[src/rtl/core/pwm_period_duty_meter_core_macros.svh]
// assertion macros shared by the meter core modules
// expects i_clk and i_rst_n in the module that uses them
`ifndef PWM_PERIOD_DUTY_METER_CORE_MACROS_SVH
`define PWM_PERIOD_DUTY_METER_CORE_MACROS_SVH

// condition holds at every edge out of reset
`define PDM_ASSERT(lbl, cond, msg) \
    lbl: assert property (@(posedge i_clk) disable iff (!i_rst_n) (cond)) else $error(msg);

// antecedent at one edge implies consequent at the next
`define PDM_ASSERT_NEXT(lbl, ante, cons, msg) \
    lbl: assert property (@(posedge i_clk) disable iff (!i_rst_n) (ante) |=> (cons)) \
        else $error(msg);

`endif

[src/rtl/core/pdm_pkg.sv]
// types and constants for the pwm period and duty meter core
// no dependencies
package pdm_pkg;

    localparam int PORT_W     = 8;
    localparam int SEL_W      = 3;
    localparam int CNT_W      = 15;
    localparam int TIME_W     = 16;
    localparam int SUM_W      = TIME_W + 1;
    localparam int PCT_W      = 7;
    localparam int PROD_W     = TIME_W + PCT_W;
    localparam int QUOT_W     = 7;
    localparam int QCNT_W     = 3;
    localparam int CFG_ADDR_W = 2;
    localparam int CFG_DATA_W = 15;
    localparam int IN_TDATA_W  = 8;
    localparam int OUT_TDATA_W = 24;

    localparam logic [PCT_W-1:0] PERCENT       = 7'd100;
    localparam logic [CNT_W-1:0] TIMEOUT_RESET = 15'd5000;

    localparam logic [CFG_ADDR_W-1:0] REG_CHANNEL_SELECT = 2'd0;
    localparam logic [CFG_ADDR_W-1:0] REG_ACTIVE_LEVEL   = 2'd1;
    localparam logic [CFG_ADDR_W-1:0] REG_PERIOD_MODE    = 2'd2;
    localparam logic [CFG_ADDR_W-1:0] REG_TIMEOUT_TICKS  = 2'd3;

    typedef struct packed {
        logic accept;
        logic div_step;
        logic out_load;
    } t_ctrl_cmd;

    typedef struct packed {
        logic need_div;
        logic div_last;
        logic out_free;
    } t_dp_status;

endpackage

[src/rtl/core/pdm_ctrl.sv]
// sequencer for the meter core: accept, divide, load output
// depends on pdm_pkg and the assertion macro header
`include "pwm_period_duty_meter_core_macros.svh"

module pdm_ctrl (
    input  logic               i_clk,
    input  logic               i_rst_n,
    input  logic               i_s_tvalid,
    output logic               o_s_tready,
    input  pdm_pkg::t_dp_status i_status,
    output pdm_pkg::t_ctrl_cmd  o_cmd
);
    import pdm_pkg::*;

    localparam logic [1:0] ST_IDLE = 2'd0;
    localparam logic [1:0] ST_DIV  = 2'd1;
    localparam logic [1:0] ST_DONE = 2'd2;

    logic [1:0] r_state;
    logic [1:0] n_state;

    assign o_s_tready     = (r_state == ST_IDLE);
    assign o_cmd.accept   = (r_state == ST_IDLE) && i_s_tvalid;
    assign o_cmd.div_step = (r_state == ST_DIV);
    assign o_cmd.out_load = (r_state == ST_DONE) && i_status.out_free;

    always_comb begin
        n_state = r_state;
        case (r_state)
            ST_IDLE: begin
                if (i_s_tvalid) begin
                    n_state = i_status.need_div ? ST_DIV : ST_DONE;
                end
            end
            ST_DIV: begin
                if (i_status.div_last) begin
                    n_state = ST_DONE;
                end
            end
            ST_DONE: begin
                if (i_status.out_free) begin
                    n_state = ST_IDLE;
                end
            end
            default: n_state = ST_IDLE;
        endcase
    end

    always_ff @(posedge i_clk) begin
        if (!i_rst_n) begin
            r_state <= ST_IDLE;
        end else begin
            r_state <= n_state;
        end
    end

    `PDM_ASSERT_NEXT(a_accept_leaves_idle, o_cmd.accept, r_state != ST_IDLE, "accept stayed idle")
    `PDM_ASSERT_NEXT(a_load_returns_idle, o_cmd.out_load, r_state == ST_IDLE, "load not idle")
    `PDM_ASSERT(a_no_accept_busy, !(o_cmd.accept && (o_cmd.div_step || o_cmd.out_load)), "overlap")

endmodule

[src/rtl/core/pdm_datapath.sv]
// config registers, run counters, stuck flags, percent divider and output register
// depends on pdm_pkg and the assertion macro header
`include "pwm_period_duty_meter_core_macros.svh"

module pdm_datapath (
    input  logic                                  i_clk,
    input  logic                                  i_rst_n,
    input  logic                                  i_cfg_we,
    input  logic [pdm_pkg::CFG_ADDR_W-1:0]        i_cfg_addr,
    input  logic [pdm_pkg::CFG_DATA_W-1:0]        i_cfg_wdata,
    input  logic [pdm_pkg::IN_TDATA_W-1:0]        i_s_tdata,
    output logic                                  o_m_tvalid,
    input  logic                                  i_m_tready,
    output logic [pdm_pkg::OUT_TDATA_W-1:0]       o_m_tdata,
    input  pdm_pkg::t_ctrl_cmd                    i_cmd,
    output pdm_pkg::t_dp_status                   o_status
);
    import pdm_pkg::*;

    logic [SEL_W-1:0]  r_chan;
    logic              r_act_lvl;
    logic              r_period;
    logic [CNT_W-1:0]  r_timeout;

    logic [CNT_W-1:0]  r_acnt, n_acnt;
    logic [CNT_W-1:0]  r_icnt, n_icnt;
    logic              r_aseen, n_aseen;
    logic              r_iseen, n_iseen;
    logic [TIME_W-1:0] r_held, n_held;
    logic              r_stk_a, n_stk_a;
    logic              r_stk_i, n_stk_i;
    logic              r_res_mv, n_res_mv;
    logic [TIME_W-1:0] r_res_val, n_res_val;

    logic [PROD_W-1:0] r_rem;
    logic [PROD_W-1:0] r_dsh;
    logic [QUOT_W-1:0] r_quot;
    logic [QCNT_W-1:0] r_qcnt;
    logic              r_zero;

    logic              r_out_valid;
    logic [OUT_TDATA_W-1:0] r_out_data;

    logic              line_on;
    logic [CNT_W-1:0]  acnt_inc;
    logic [CNT_W-1:0]  icnt_inc;
    logic [SUM_W-1:0]  sum;
    logic [PROD_W-1:0] prod;
    logic              ge;
    logic [QUOT_W-1:0] quot_next;

    assign line_on  = (i_s_tdata[r_chan] == r_act_lvl);
    assign acnt_inc = r_acnt + 1'b1;
    assign icnt_inc = r_icnt + 1'b1;
    assign sum      = {1'b0, r_held} + {{(SUM_W-CNT_W){1'b0}}, r_icnt};
    assign prod     = PROD_W'(r_held) * PROD_W'(PERCENT);
    assign ge       = (r_rem >= r_dsh);
    assign quot_next = {r_quot[QUOT_W-2:0], ge};

    assign o_status.need_div = line_on && r_iseen && !r_period;
    assign o_status.div_last = (r_qcnt == '0);
    assign o_status.out_free = !r_out_valid || i_m_tready;

    assign o_m_tvalid = r_out_valid;
    assign o_m_tdata  = r_out_data;

    // tick update
    always_comb begin
        n_acnt    = r_acnt;
        n_icnt    = r_icnt;
        n_aseen   = r_aseen;
        n_iseen   = r_iseen;
        n_held    = r_held;
        n_stk_a   = r_stk_a;
        n_stk_i   = r_stk_i;
        n_res_mv  = 1'b0;
        n_res_val = '0;
        if (line_on) begin
            n_aseen = 1'b1;
            if (acnt_inc == r_timeout) begin
                n_stk_a = 1'b1;
                n_acnt  = '0;
            end else begin
                n_acnt = acnt_inc;
            end
            if (r_iseen) begin
                n_stk_i  = 1'b0;
                n_res_mv = 1'b1;
                if (r_period) begin
                    n_held    = sum[TIME_W-1:0];
                    n_res_val = sum[TIME_W-1:0];
                end
                n_icnt  = '0;
                n_iseen = 1'b0;
            end
        end else begin
            if (r_aseen) begin
                n_stk_a = 1'b0;
                n_held  = {{(TIME_W-CNT_W){1'b0}}, r_acnt};
                n_acnt  = '0;
                n_aseen = 1'b0;
            end
            n_iseen = 1'b1;
            if (icnt_inc == r_timeout) begin
                n_stk_i = 1'b1;
                n_icnt  = '0;
            end else begin
                n_icnt = icnt_inc;
            end
        end
    end

    always_ff @(posedge i_clk) begin
        if (!i_rst_n) begin
            r_chan    <= '0;
            r_act_lvl <= 1'b1;
            r_period  <= 1'b0;
            r_timeout <= TIMEOUT_RESET;
        end else if (i_cfg_we) begin
            case (i_cfg_addr)
                REG_CHANNEL_SELECT: r_chan    <= i_cfg_wdata[SEL_W-1:0];
                REG_ACTIVE_LEVEL:   r_act_lvl <= i_cfg_wdata[0];
                REG_PERIOD_MODE:    r_period  <= i_cfg_wdata[0];
                REG_TIMEOUT_TICKS:  r_timeout <= i_cfg_wdata[CNT_W-1:0];
                default: ;
            endcase
        end
    end

    always_ff @(posedge i_clk) begin
        if (!i_rst_n) begin
            r_acnt  <= '0;
            r_icnt  <= '0;
            r_aseen <= 1'b0;
            r_iseen <= 1'b0;
            r_held  <= '0;
            r_stk_a <= 1'b0;
            r_stk_i <= 1'b0;
        end else if (i_cmd.accept) begin
            r_acnt  <= n_acnt;
            r_icnt  <= n_icnt;
            r_aseen <= n_aseen;
            r_iseen <= n_iseen;
            r_held  <= n_held;
            r_stk_a <= n_stk_a;
            r_stk_i <= n_stk_i;
        end
    end

    // restoring percent divider, one quotient bit a cycle
    always_ff @(posedge i_clk) begin
        if (i_cmd.accept) begin
            r_res_mv  <= n_res_mv;
            r_res_val <= n_res_val;
            r_rem     <= prod;
            r_dsh     <= {sum, {(PROD_W-SUM_W){1'b0}}};
            r_quot    <= '0;
            r_qcnt    <= QCNT_W'(QUOT_W - 1);
            r_zero    <= (sum == '0);
        end else if (i_cmd.div_step) begin
            if (ge) begin
                r_rem <= r_rem - r_dsh;
            end
            r_dsh  <= r_dsh >> 1;
            r_quot <= quot_next;
            r_qcnt <= r_qcnt - 1'b1;
            if (o_status.div_last) begin
                r_res_val <= r_zero ? '0 : {{(TIME_W-QUOT_W){1'b0}}, quot_next};
            end
        end
    end

    always_ff @(posedge i_clk) begin
        if (!i_rst_n) begin
            r_out_valid <= 1'b0;
        end else if (i_cmd.out_load) begin
            r_out_valid <= 1'b1;
        end else if (i_m_tready) begin
            r_out_valid <= 1'b0;
        end
    end

    always_ff @(posedge i_clk) begin
        if (i_cmd.out_load) begin
            r_out_data <= {{(OUT_TDATA_W-TIME_W-3){1'b0}}, r_res_val, r_res_mv, r_stk_i, r_stk_a};
        end
    end

    `PDM_ASSERT_NEXT(a_load_sets_valid, i_cmd.out_load, r_out_valid, "output word not raised")
    `PDM_ASSERT_NEXT(a_duty_in_range, i_cmd.div_step && o_status.div_last,
        r_res_val <= TIME_W'(PERCENT), "duty above full scale")

endmodule

[src/rtl/core/pwm_period_duty_meter_core.sv]
// pwm period and duty meter core: one result word per sampled tick word
// depends on pdm_pkg, pdm_ctrl and pdm_datapath
// the DONE state loads the result into the output register after accept, and when a
// duty percent is due the 7-step restoring divider runs first, one quotient bit a cycle
// a new word is taken only after the last is loaded, which waits while the output is full
// reset: synchronous active low; config to defaults, counters, flags and output valid cleared
module pwm_period_duty_meter_core (
    input  logic                                i_clk,
    input  logic                                i_rst_n,
    input  logic                                i_cfg_we,
    input  logic [pdm_pkg::CFG_ADDR_W-1:0]      i_cfg_addr,
    input  logic [pdm_pkg::CFG_DATA_W-1:0]      i_cfg_wdata,
    input  logic                                s_axis_tvalid,
    output logic                                s_axis_tready,
    input  logic [pdm_pkg::IN_TDATA_W-1:0]      s_axis_tdata,  // port_bits
    output logic                                m_axis_tvalid,
    input  logic                                m_axis_tready,
    // stuck_active, stuck_inactive, measure_valid, measure_value[15:0]
    output logic [pdm_pkg::OUT_TDATA_W-1:0]     m_axis_tdata
);
    import pdm_pkg::*;

    t_ctrl_cmd  cmd;
    t_dp_status status;

    pdm_ctrl u_ctrl (
        .i_clk      (i_clk),
        .i_rst_n    (i_rst_n),
        .i_s_tvalid (s_axis_tvalid),
        .o_s_tready (s_axis_tready),
        .i_status   (status),
        .o_cmd      (cmd)
    );

    pdm_datapath u_datapath (
        .i_clk       (i_clk),
        .i_rst_n     (i_rst_n),
        .i_cfg_we    (i_cfg_we),
        .i_cfg_addr  (i_cfg_addr),
        .i_cfg_wdata (i_cfg_wdata),
        .i_s_tdata   (s_axis_tdata),
        .o_m_tvalid  (m_axis_tvalid),
        .i_m_tready  (m_axis_tready),
        .o_m_tdata   (m_axis_tdata),
        .i_cmd       (cmd),
        .o_status    (status)
    );

endmodule
[config.mk]
export PLATFORM = sky130hd
export DESIGN_NAME = pwm_period_duty_meter_core
export DESIGN_NICKNAME = d
export VERILOG_FILES = /design/src/rtl/core/pdm_pkg.sv /design/src/rtl/core/pdm_ctrl.sv /design/src/rtl/core/pdm_datapath.sv /design/src/rtl/core/pwm_period_duty_meter_core.sv
export VERILOG_INCLUDE_DIRS = /design/src /design/src/rtl/core
export SDC_FILE = /design/constraint.sdc
export NUM_CORES = 1
export LEC_CHECK = 0
export BUFFER_PORTS_ARGS = -buffer_cell sky130_fd_sc_hd__clkbuf_2
export CAP_MARGIN = 25
export CORE_UTILIZATION = 44
export CTS_CLUSTER_DIAMETER = 120
export DETAILED_ROUTE_END_ITERATION = 10
export SYNTH_ARGS = -nofsm -noshare
export SYNTH_HDL_FRONTEND = slang
export SYNTH_SLANG_ARGS = --single-unit
[constraint.sdc]
create_clock -name i_clk -period 4.9 [get_ports i_clk]
set_clock_uncertainty 0.2 [all_clocks]
set_input_delay 0.735 -clock i_clk [delete_from_list [all_inputs] [get_ports i_clk]]
set_output_delay 0.735 -clock i_clk [all_outputs]
set_load 0.005 [all_outputs]
# == Word level (Yosys, flattened, before mapping) ==
# Cells that the tools add are included.
# word_totals
register_bits,165
input_bits,30
output_inout_bits,26
elab_cells,115
# classes
addsub,5
n_mul,1
magnitude_cmp,2
n_eq_ne,14
mux,40
n_reduce_logical,30
# ops
op,count
16-bit 2-to-1 mux,10
23-bit 2-to-1 mux,5
15-bit 2-to-1 mux,6
"15-bit by 1-bit adder with 15-bit output, second input constant",2
15-bit == test,2
23-bit >= comparator,1
23-bit subtractor,1
"16-bit by 5-bit multiplier with 21-bit output, second input constant",1
2-bit AND reduction,9
16-bit by 15-bit adder with 17-bit output,1
17-bit logical NOT,1
1-bit 2-to-1 mux,12
2-bit nonzero test,6
3-bit AND reduction,3
2-bit 2-to-1 mux,4
"2-bit by 1-bit inequality test with 1-bit output, second input constant",4
7-bit 2-to-1 mux,1
"2-bit == test, second input constant",3
2-bit one-hot mux with 3 select lines,1
"2-bit by 1-bit == test with 1-bit output, second input constant",2
1-bit logical AND,4
2-bit logical NOT,2
"3-bit by 4-bit less-than comparator with 1-bit output, second input constant",1
"2-bit inequality test, second input constant",2
7 further kinds,8

# == Longest topological paths before layout ==
# depth
ltp_word,8
ltp_mapped,15
mapped_depth_nobuf,14

# == Cells and area by module ==
# A second synthesis with hierarchy kept.
# hier_totals
hier_cells,1250
area_unflattened_um2,11369.7
# modules_own_cells
mod,instances,cells_per_inst,area_per_inst_um2,seq_area_each_um2
pdm_datapath,1,1235,11245.8,4013.8
pdm_ctrl,1,15,123.9,40.0

# == Least setup slack after synthesis ==
# No wires, ideal clock.
# synth_path
kind,flip-flop to flip-flop
from,register u_datapath.r_held[6]
to,register u_datapath.r_rem[22] (data pin)
setup_time_ns,0.271
t_arrival_ns,3.447
required_time_ns,4.429
path_slack_ns,0.982
path_stages_with_launch,15
path_buffers,0
synth_period_minus_slack_ns,3.918
path_cell_list,dfxtp_1 > ha_1 > ha_1 > inv_1 > fa_1 > inv_1 > ha_1 > and3_1 > a221oi_1 > nand3_1 > a211oi_1 > o21ai_0 > o41ai_1 > xnor2_1 > o22ai_1
# synth_between
elab_chain_len,2
# synth_lines
item,line,rtl
"start, declared",pdm_datapath.sv:29,"logic [TIME_W-1:0] r_held, n_held;"
"start signal, assigned",pdm_datapath.sv:144,r_held <= n_held;
16-bit by 5-bit multiplier with 21-bit output,pdm_datapath.sv:56,assign prod = PROD_W'(r_held) * PROD_W'(PERCENT);
23-bit 2-to-1 mux,pdm_datapath.sv:152,if (i_cmd.accept) begin
"end signal, assigned",pdm_datapath.sv:155,r_rem <= prod;
"end signal, assigned",pdm_datapath.sv:162,r_rem <= r_rem - r_dsh;
"end, declared",pdm_datapath.sv:35,logic [PROD_W-1:0] r_rem;
# No other way between the ends.
# A chain may end at the register's enable or synchronous reset.

# == Worst setup path in the final report ==
# Ends and elaborated chain as after synthesis.

==> impl.org <==
** Global routing
- Number of antenna violations at the first check in global routing :: 0
- Met2 global-route usage :: between 30 and 40%
- First-pass GRT wire length :: roughly 46,000 um
- In this run the most used layer during global routing was met2.
- Overall Global Routing Usage :: a little under a quarter
- Vias in the first global route :: between 8,000 and 9,000
- Met3 routing resource usage after global routing :: 4.73%
- Remaining global-route overflow :: 0
- Pin count of the biggest net entering global routing :: 47
- Met1 usage in global routing :: 31.7%

** Pwr
- In this run switching power makes up between 30% and 40% of total power.
- Sequential cell fraction of total power :: 44.6%
- Share of total power in combinational logic :: ~16%
- Summed over all nets, the switching power comes to 1.08 mW.
- Pwr/cell area :: 285 nW/um^2
- IR analysis of the VDD net gives a maximum drop of around 0.00020 V.
- Internal power of the cells :: ~2.4 mW
- In this run the static leakage power is 5.09 nW.
- The clock network accounts for about two fifths of the total power.

** Timing
- Setup repair after global routing missed its margin :: no
- Final-report hold violation count :: 0
- F_max :: roughly 0.23 GHz
- Setup ws final :: 0.629 ns
- Measured against its own limit, the worst slew margin works out to between 40% and 50%.
- Setup violations remaining at the end of the flow were counted as 0.
- For the pin with the worst max-slew slack, the measured transition is around 0.89 ns.
- Final critical-path share of the clock period :: around 87%
- Final-layout setup total negative slack :: 0 ns
- The final count of pins violating max slew is 0.
- Time the final worst path needs with I/O delays and setup :: roughly 4.3 ns

** Synth
- Share of the yosys chip area belonging to registers :: 36.5%
- A synthesized cell averages 8.85 um^2.
- The cell area that synthesis handed to floorplanning was around 11,000 um^2.
- After synthesis, the netlist uses 74 different library cells.
- In the synthesized netlist, the number of instances is about 1,300.
- Of all flip-flops after synthesis, the portion carrying an async set or reset was 0%.
- Syn. warnings :: 0
- The synthesized design contains 75 enable-type register cells.
- For this run, the leading register cell type out of synthesis is sky130_fd_sc_hd__dfxtp_1.
- Total of flip-flops plus latches after synthesis :: about 170

** Finish
- Sequential standard cell area :: roughly 4100 um^2
- In the final layout, the share of cells above drive strength 1 is 9.20%.
- 0 antenna diodes ended up in the layout.
- Relative to the synthesized area, the layout overhead comes to 9.96%.
- At the end of the flow, the number of nets in the layout was roughly 1,400.
- Fill cell count :: ~2,300
- Footprint of the multi-input gates :: between 6000 and 7000 um^2

** Placed design
- Before CTS, the worst setup slack after placement is 0.625 ns.
- DP Wirelength :: roughly 22,000 um
- Routability congestion estimate from global placement :: 0.888
- In this run the tool buffered the top-level ports with 50 buffer cells.

** Clocking
- No sink is reached through more buffers than the 2 on the longest clock path.
- Clock net sink count :: 165
- In this run, post-CTS repair resized a total of 0 instances.
- In this run the number of H-tree levels came out at 4.
- Clock-pin slew was measured on the worst setup and hold paths at ~0.07 ns.
- CTS tree :: built
- Number of clock buffers inserted by TritonCTS :: 17
- Later-pin clock latency in the skew report :: 0.44 ns
- In this run, post-CTS hold repair placed 0 buffers.
- Once the clock tree was built, the setup fixing pass inserted 0 buffers.
- Cell at the root of the clock tree :: sky130_fd_sc_hd__clkbuf_16

** Setup path
- In this run the critical register-to-register path is captured at u_datapath.r_rem[22].
- In this run the critical register-to-register path is launched from u_datapath.r_held[6].
- The worst setup path is of the register to register kind.
- The worst setup path is launched from a register.
- Count of cells along the worst register-to-register path :: 14
- Count of buffer and inverter cells on the critical path :: 2
- Ordered cell list for the critical path :: ha_1 -> ha_1 -> inv_1 -> fa_1 -> inv_1 -> ha_1 -> and3_1 -> a221oi_1 -> nand3_1 -> a211oi_1 -> o21ai_0 -> o41ai_1 -> xnor2_1 -> o22ai_1
- The largest single stage delay on the critical path is between 0.4 and 0.5 ns.
- Along the worst path, the maximum fanout reaches 6.
- CP dominant cell by count :: sky130_fd_sc_hd__ha_1
- Worst setup EP type :: register
- STA puts the critical path data required time at approximately 4.9 ns.
- Setup slack on the worst reg-to-reg path comes out at roughly 0.63 ns.
- The slowest stage of the critical path belongs to the cell sky130_fd_sc_hd__fa_1.
- Data arrives at the worst endpoint at roughly 4.3 ns.
- Crit-path leading delay family :: adder cells

** Detailed routing
- For this run, design rule violations remaining after detail routing come to 0.
- Pre-antenna DRT Iters :: 5
- Routed wire length per instance :: about 18 um
- Post-DRT Antenna Nets :: 0
- Detailed-route wire length :: ~29,000 um
- Dividing the detail-routed via count by the number of cells gives 5.68.
- Routed via count :: approximately 9,200
- After the first detailed-routing iteration, the DRC count stood at around 570.

** Floorplanning
- Count of boundary I/O pins :: 56
- Die height :: ~160 um
- Once the floorplan was initialized, standard cells occupied a little under half of the core.
- Area of the die :: roughly 26,000 um^2
- Placeable Area :: 24,500 um^2
- Width of the die :: 161 um
- The floorplan has 57 rows.

** Worst hold path
- The worst hold path belongs to the class register to register.
- WHS Endpoint :: u_datapath.o_m_tdata[6]
- Cell depth of the worst min-delay path :: 0
- Worst Min Path Start :: u_datapath.r_res_val[3]

** Status
- Status :: complete, no violations

** Flow run
- Max-cap violations in this run came to 0.
worst reg2reg max path: stages (launching register included):
cell                       delay (ns)
sky130_fd_sc_hd__dfxtp_1         0.46
sky130_fd_sc_hd__ha_1            0.28
sky130_fd_sc_hd__ha_1            0.27
sky130_fd_sc_hd__inv_1           0.05
sky130_fd_sc_hd__fa_1            0.49
sky130_fd_sc_hd__inv_1           0.04
sky130_fd_sc_hd__ha_1            0.36
sky130_fd_sc_hd__and3_1          0.21
sky130_fd_sc_hd__a221oi_1        0.46
sky130_fd_sc_hd__nand3_1         0.19
sky130_fd_sc_hd__a211oi_1        0.25
sky130_fd_sc_hd__o21ai_0         0.14
sky130_fd_sc_hd__o41ai_1         0.36
sky130_fd_sc_hd__xnor2_1         0.16
sky130_fd_sc_hd__o22ai_1         0.08
through the flow:
step           total power [mW]  std cells  hold slack [ns]  area, um^2  utilization [%]
5_1_grt                    3.64       1617            0.225       12200             49.8
3_5_place_dp               2.13       1584            0.205       11600             47.3
2_1_floorplan              1.97       1259            0.200       11100                -
4_1_cts                    3.50       1616            0.222       12200             49.7
3_3_place_gp               2.12       1583            0.201       11600             47.3
6_report                   3.49       1617            0.220       12200             49.8
final cells by class:
cell class | instances | share of cell area, %
inverter | 96 | 2.95
tap | 324 | 3.32
multi-input combinational | 935 | 52.7
sequential | 165 | 33.2
clock inverter | 15 | 1.43
timing repair buffer | 65 | 2.95
clock buffer | 17 | 3.48
logic make-up (layout without fill, tap and decap cells):
| kind of cell | Yosys count | after routing | synth area share, % |
|---|---|---|---|
| and+or+nand+nor | 410 | 410 | 17.8 |
| AOI/OAI and AO/OA | 306 | 306 | 17.9 |
| DFF | 165 | 165 | 36.5 |
| buffers and inverters | 159 | 193 | 5.82 |
| adders and majority gates | 110 | 110 | 13.2 |
| xor gates and xnor gates | 84 | 84 | 6.62 |
| muxes | 20 | 20 | 2.05 |
| other | 1 | 5 | 0.0338 |
cells in the mapped netlist (12+ instances only):
| cell type | number | share of area (%) |
|---|---|---|
| sky130_fd_sc_hd__a21oi_1 | 77 | 3.5 |
| sky130_fd_sc_hd__buf_2 | 13 | 0.59 |
| sky130_fd_sc_hd__o211ai_1 | 14 | 0.95 |
| sky130_fd_sc_hd__a211oi_1 | 12 | 0.81 |
| sky130_fd_sc_hd__xnor2_1 | 44 | 3.5 |
| sky130_fd_sc_hd__nand3_1 | 30 | 1.4 |
| sky130_fd_sc_hd__mux2i_1 | 16 | 1.4 |
| sky130_fd_sc_hd__ha_1 | 95 | 11 |
| sky130_fd_sc_hd__nand2_1 | 163 | 5.5 |
| sky130_fd_sc_hd__and2_1 | 15 | 0.84 |
| sky130_fd_sc_hd__nand4_1 | 19 | 1.1 |
| sky130_fd_sc_hd__o21ai_0 | 55 | 2.5 |
| sky130_fd_sc_hd__inv_1 | 94 | 3.2 |
| sky130_fd_sc_hd__xor2_1 | 40 | 3.2 |
| sky130_fd_sc_hd__o22ai_1 | 20 | 1.1 |
| sky130_fd_sc_hd__nor4_1 | 13 | 0.73 |
| sky130_fd_sc_hd__edfxtp_1 | 75 | 20 |
| sky130_fd_sc_hd__clkbuf_1 | 37 | 1.3 |
| sky130_fd_sc_hd__o21a_1 | 14 | 0.95 |
| sky130_fd_sc_hd__nor2_1 | 71 | 2.4 |
| sky130_fd_sc_hd__fa_1 | 13 | 2.3 |
| sky130_fd_sc_hd__dfxtp_1 | 90 | 16 |
| sky130_fd_sc_hd__nor3_1 | 25 | 1.1 |
| sky130_fd_sc_hd__a21o_1 | 24 | 1.6 |
cells in the final DEF, fill, tap and decap left out, types with 20 or more instances in the layout:
cell and n:
sky130_fd_sc_hd__nand2_1 163, sky130_fd_sc_hd__ha_1 95, sky130_fd_sc_hd__inv_1 94, sky130_fd_sc_hd__dfxtp_1 90, sky130_fd_sc_hd__a21oi_1 76, sky130_fd_sc_hd__edfxtp_1 75, sky130_fd_sc_hd__nor2_1 71, sky130_fd_sc_hd__o21ai_0 55
sky130_fd_sc_hd__clkbuf_2 50, sky130_fd_sc_hd__xnor2_1 43, sky130_fd_sc_hd__xor2_1 40, sky130_fd_sc_hd__nand3_1 30, sky130_fd_sc_hd__nor3_1 25, sky130_fd_sc_hd__a21o_1 24, sky130_fd_sc_hd__o22ai_1 20
registers in the layout, summed over array words and instances, names as in the netlist:
name	flops
u_datapath.r_stk_i	1
u_datapath.r_acnt	15
u_datapath.r_res_mv	1
u_datapath.r_icnt	15
u_ctrl.r_state	2
u_datapath.o_m_tvalid	1
u_datapath.r_chan	3
u_datapath.r_dsh	23
u_datapath.r_iseen	1
u_datapath.r_stk_a	1
u_datapath.r_rem	23
u_datapath.r_zero	1
u_datapath.r_res_val	16
u_datapath.r_qcnt	3
u_datapath.r_period	1
u_datapath.r_timeout	15
u_datapath.r_act_lvl	1
u_datapath.r_quot	6
u_datapath.r_held	16
u_datapath.r_aseen	1
u_datapath.o_m_tdata	19
how the worst max path moves through the flow:
| stage | end | start | cells past startpoint | slack, ns |
|---|---|---|---|---|
| floorplan | u_datapath.r_rem[22] | u_datapath.r_held[6] | 14 | 0.98 |
| global placement | u_datapath.r_rem[22] | u_datapath.r_held[6] | 14 | 0.72 |
| detailed placement | u_datapath.r_rem[22] | u_datapath.r_held[6] | 14 | 0.62 |
| CTS | u_datapath.r_rem[22] | u_datapath.r_held[6] | 14 | 0.61 |
| global route | u_datapath.r_rem[22] | u_datapath.r_held[6] | 14 | 0.30 |
| finish | u_datapath.r_rem[22] | u_datapath.r_held[6] | 14 | 0.63 |
power groups by stage:
stage / Combinational [mW] / Sequential (mW) / Clock (mW)
6_report: 0.551 / 1.55 / 1.38
3_5_place_dp: 0.544 / 1.59 / 0
2_1_floorplan: 0.404 / 1.57 / 0
3_3_place_gp: 0.541 / 1.58 / 0
4_1_cts: 0.549 / 1.55 / 1.40
5_1_grt: 0.617 / 1.56 / 1.46
layer usage:
metal  vias up  routed length [um]
li1       4556                   -
met1      4365               13700
met2       232               13300
met3        33                1480
met4         0                 552
met5         -                   0
Power figures use the tool's default switching activity.
